File: config.mk
export PLATFORM = sky130hd
export DESIGN_NAME = aee_front
export DESIGN_NICKNAME = d
export VERILOG_FILES = /design/src/design/aee_pkg.sv /design/src/design/aee_front.sv
export SDC_FILE = /design/constraint.sdc
export NUM_CORES = 1
export LEC_CHECK = 0
export BUFFER_PORTS_ARGS = -buffer_cell sky130_fd_sc_hd__clkbuf_2
export CAP_MARGIN = 20
export CORE_MARGIN = 2
export CORE_UTILIZATION = 25
export CTS_CLUSTER_SIZE = 40
export DETAILED_ROUTE_END_ITERATION = 8
export RECOVER_POWER = 50
export SETUP_SLACK_MARGIN = 0.2
export SYNTH_ARGS = -nofsm -noshare
export SYNTH_HDL_FRONTEND = slang
export SYNTH_SLANG_ARGS = --single-unit
File: constraint.sdc
create_clock -name i_clk -period 11.1 [get_ports i_clk]
set_input_delay 1.665 -clock i_clk [delete_from_list [all_inputs] [get_ports i_clk]]
set_output_delay 1.665 -clock i_clk [all_outputs]
set_load 0.005 [all_outputs]
File: src/design/aee_pkg.sv
// ----------------------------------------------------------------------------
// aee_pkg
// Shared types and constants for the automation envelope evaluator.
// ----------------------------------------------------------------------------
package aee_pkg;

    localparam int MAX_POINTS = 256;
    localparam int TIME_BITS  = 48;
    localparam int IDX_BITS   = $clog2(MAX_POINTS);
    localparam int CNT_BITS   = $clog2(MAX_POINTS + 1);
    localparam int VAL_BITS   = 17;
    localparam int QDEPTH     = 2;

    localparam logic [1:0] CMD_CLEAR  = 2'd0;
    localparam logic [1:0] CMD_APPEND = 2'd1;
    localparam logic [1:0] CMD_EVAL   = 2'd2;

    localparam logic [2:0] KIND_FADER = 3'd0;
    localparam logic [2:0] KIND_PAN   = 3'd1;
    localparam logic [2:0] KIND_MUTE  = 3'd2;
    localparam logic [2:0] KIND_SOLO  = 3'd3;

    localparam logic [2:0] REG_FADER_MIN = 3'd0;
    localparam logic [2:0] REG_FADER_MAX = 3'd1;
    localparam logic [2:0] REG_AUX_MIN   = 3'd2;
    localparam logic [2:0] REG_AUX_MAX   = 3'd3;
    localparam logic [2:0] REG_AUX_OFF   = 3'd4;

    // classified beat passed from the front to the back
    typedef struct packed {
        logic [1:0]           cmd;
        logic [TIME_BITS-1:0] ptime;
        logic [VAL_BITS-1:0]  pval;
        logic [TIME_BITS-1:0] qtime;
        logic [2:0]           kind;
    } t_job;

endpackage

File: src/design/aee_front.sv
// ----------------------------------------------------------------------------
// aee_front
// Input stage and job queue: takes beats and queues them for the back end.
// ----------------------------------------------------------------------------
module aee_front (
    input  logic            i_clk,
    input  logic            i_rst_n,
    input  logic            i_valid,
    output logic            o_ready,
    input  aee_pkg::t_job   i_job,
    output logic            o_job_valid,
    input  logic            i_job_ready,
    output aee_pkg::t_job   o_job
);
    import aee_pkg::*;

    localparam int PB = $clog2(QDEPTH);

    t_job            r_q [QDEPTH];
    logic [PB-1:0]   r_wp, r_rp;
    logic [PB:0]     r_cnt;
    logic            push, pop;

    assign o_ready     = (r_cnt != (PB+1)'(QDEPTH));
    assign o_job_valid = (r_cnt != '0);
    assign o_job       = r_q[r_rp];
    assign push        = i_valid && o_ready;
    assign pop         = o_job_valid && i_job_ready;

    always_ff @(posedge i_clk) begin
        if (!i_rst_n) begin
            r_wp  <= '0;
            r_rp  <= '0;
            r_cnt <= '0;
        end else begin
            if (push) begin
                r_q[r_wp] <= i_job;
                r_wp      <= r_wp + 1'b1;
            end
            if (pop) r_rp <= r_rp + 1'b1;
            r_cnt <= r_cnt + (PB+1)'(push) - (PB+1)'(pop);
        end
    end
endmodule

==> out/qor.txt <==
Commonest non-fill, non-tap cell in the layout: edfxtp_1
Syn Inst Count: 392
Proportion of layout cells with a drive suffix above 1: 0.470
Htree depth: 1
Max Cap Viol: 2
Clk_lat worst skew: 0.52 ns
Final min period: 4.67 ns
Routed WL per cell: 16.0 µm
Residual DRC count: 0
Die height: 192 µm
Crit. End Element: register
Worst-path fanout max: 59
Syn_area_per_cell: 22.5 µm²
Final setup violation count: 0
Register Area: 0.00719 mm²
Status: complete, but fails checks
Initial antenna violation count: 0
Pleak: 3.92 nW
Main combinational cell family by area after synthesis: multiplexers
Final WS setup: 6.43 ns
Pre-antenna DRT Iters: 4
Fin. max-slew vios: 120
Clk root buf: clkbuf_16
Maximum clock frequency: 0.214 GHz
Worst slack, placed: 7.02 ns
Kind of critical path: in2reg
Most frequent cells in the layout: edfxtp_1 (236), clkbuf_2 (152), mux2_2 (98), clkbuf_1 (93), clkbuf_16 (27)
Routability Congestion: 0.679
DR vias: 4455
Synth unique cells: 19
Yosys warnings: 0
ANT nets after route: 0
Initial Util: 0.255
Initial DRC Count: 229
Area fraction in compound gates after synthesis: 0.00156
Gr usage total: 0.0933
DIE AREA: 0.0368 mm²
CTS tree: yes
XOR/XNOR Fraction of Synth Area: 0.00298
CTS sink count: 241
Simple-Gate Fraction of Synth Area: 0.00710
Setup Buffers After CTS: 0
Design Area, Final: 0.0112 mm²
Final Net Count: 776
Worst-Margin Slew: 3.52 ns
Mapped cell area: 0.00882 mm²
Post-Synth Adder-Cell Area: 0.00284
First-pass GRT wire length: 26.3 mm
Total congestion overflow: 0
CTS Hold Bufs: 0
Inserted Diodes: 0
Filler cells: 3408
Area of the multi-input gates: 0.00154 mm²
Vias in the first global route: 4651
Crit share post-route: 0.421
Area of placed instances: 0.0105 mm²
CTS Buffer Depth: 3
Register bit total from synthesis: 241
Row Count: 68
Final hold viol count: 0
PD cells: 210 mW/mm²
Core ar.: 0.0346 mm²
Multiplexer share of the synthesized area: 0.159
Peak supply drop: 132 µV
Layout area overhead: 27.6%
Slew headroom: -1.35
Die Wd: 192 µm
Failing checks: max-capacitance violations, max-slew violations
CTS clk-pin slew, worst paths: 0.06 ns
Post-synth net total: 516
Tot Pwr: 2.36 mW
Largest net degree at the start of global routing: 71
WL final: 18.0 mm
Sequential area share after synthesis: 0.815
Via-to-Cell Ratio: 3.96
HP Class: reg2reg
Dpl hpwl: 11.7 mm
RSZ-0062 raised after global routing: false
TNS Setup: 0 ns
Critical Path AT: 4.73 ns
Port bufs: 241
Startpoint types: primary input
Post-CTS Resized: 0
Worst Path Required: 11.15 ns
I/O Pins: 242
Worst Skew: 0.00379 ns
CTS buffer count: 26
==> cells by family (layout without fill, tap and decap cells) <==
logic type               count (synthesis)  in the layout
AO/OA/AOI/OAI                            2              2
flip-flops                             241            241
adder cells (fa/ha/maj)                  2              2
XOR/XNOR                                 3              3
multiplexers                           118            118
buffers and inverters                   15            293
AND/OR/NAND/NOR                         11             11
==> layout make-up <==
class	instances	area share
Clock inverter	17	0.0122
Clock buffer	29	0.0607
Sequential cell	241	0.639
Multi-Input combinational cell	136	0.137
Inverter	2	0.000667
Timing Repair Buffer	245	0.0993
Tap cell	455	0.0506
==> cell usage after synthesis <==
library cell  count  share of area
and2_1            3         0.0021
and3_1            1        0.00071
buf_2             9         0.0051
buf_6             4         0.0051
dfxtp_1           5          0.011
edfxtp_1        236           0.80
ha_1              2         0.0028
inv_1             2        0.00085
mux2_2           98           0.13
mux2_4           20          0.034
nand2_1           1        0.00043
nand2b_1          1        0.00071
nand3_1           1        0.00057
nor2_1            1        0.00043
nor2b_1           2         0.0014
o21a_1            1        0.00085
o22ai_1           1        0.00071
or2_2             1        0.00071
xnor2_1           3         0.0030
==> metal layers <==
| metal | GRT usage | wire length, µm |
|---|---|---|
| met1 | 0.115 | 7390 |
| met2 | 0.154 | 8580 |
| met3 | 0.0296 | 1460 |
| met4 | 0.0314 | 550 |
| met5 | 0 | 0 |
==> where the power goes <==
group / internal (mW) / switching [mW]
clock: 0.486 / 0.338
combinational: 0.223 / 0.183
sequential: 1.09 / 0.0474
==> through the flow <==
| step | std cells | utilization | hold slack (ns) |
|---|---|---|---|
| 2_1_floorplan | 392 | - | 0.468 |
| 3_3_place_gp | 1079 | 0.305 | 0.520 |
| 3_5_place_dp | 1079 | 0.305 | 0.531 |
| 4_1_cts | 1125 | 0.328 | 0.544 |
| 5_1_grt | 1125 | 0.325 | 0.570 |
| 6_report | 1125 | 0.325 | 0.540 |
==> worst paths after layout <==
kind                                     startpoint                    to  slack [ns]  depth (start not counted)
worst max-delay path                        i_rst_n  r_q[0][87]$_DFFE_PP_        6.43                          4
worst min-delay path              r_rp$_SDFFE_PN0P_              register        0.54                          2
worst max register to register  r_cnt[0]$_SDFF_PN0_  r_q[0][87]$_DFFE_PP_        7.29                          4
worst min register to register    r_rp$_SDFFE_PN0P_              register        0.54                          2
==> worst max-delay path, cell delays in order <==
cell and delay (ns):
clkbuf_1 0.21, nand3_1 0.19, nor2_4 0.11, clkbuf_1 2.46
==> state kept, by name (all words and copies together), names as in the netlist, named ones only <==
signal  count
r_cnt       2
r_rp        1
r_q       236
r_wp        1
No activity file was read; power rests on OpenSTA's default activity.
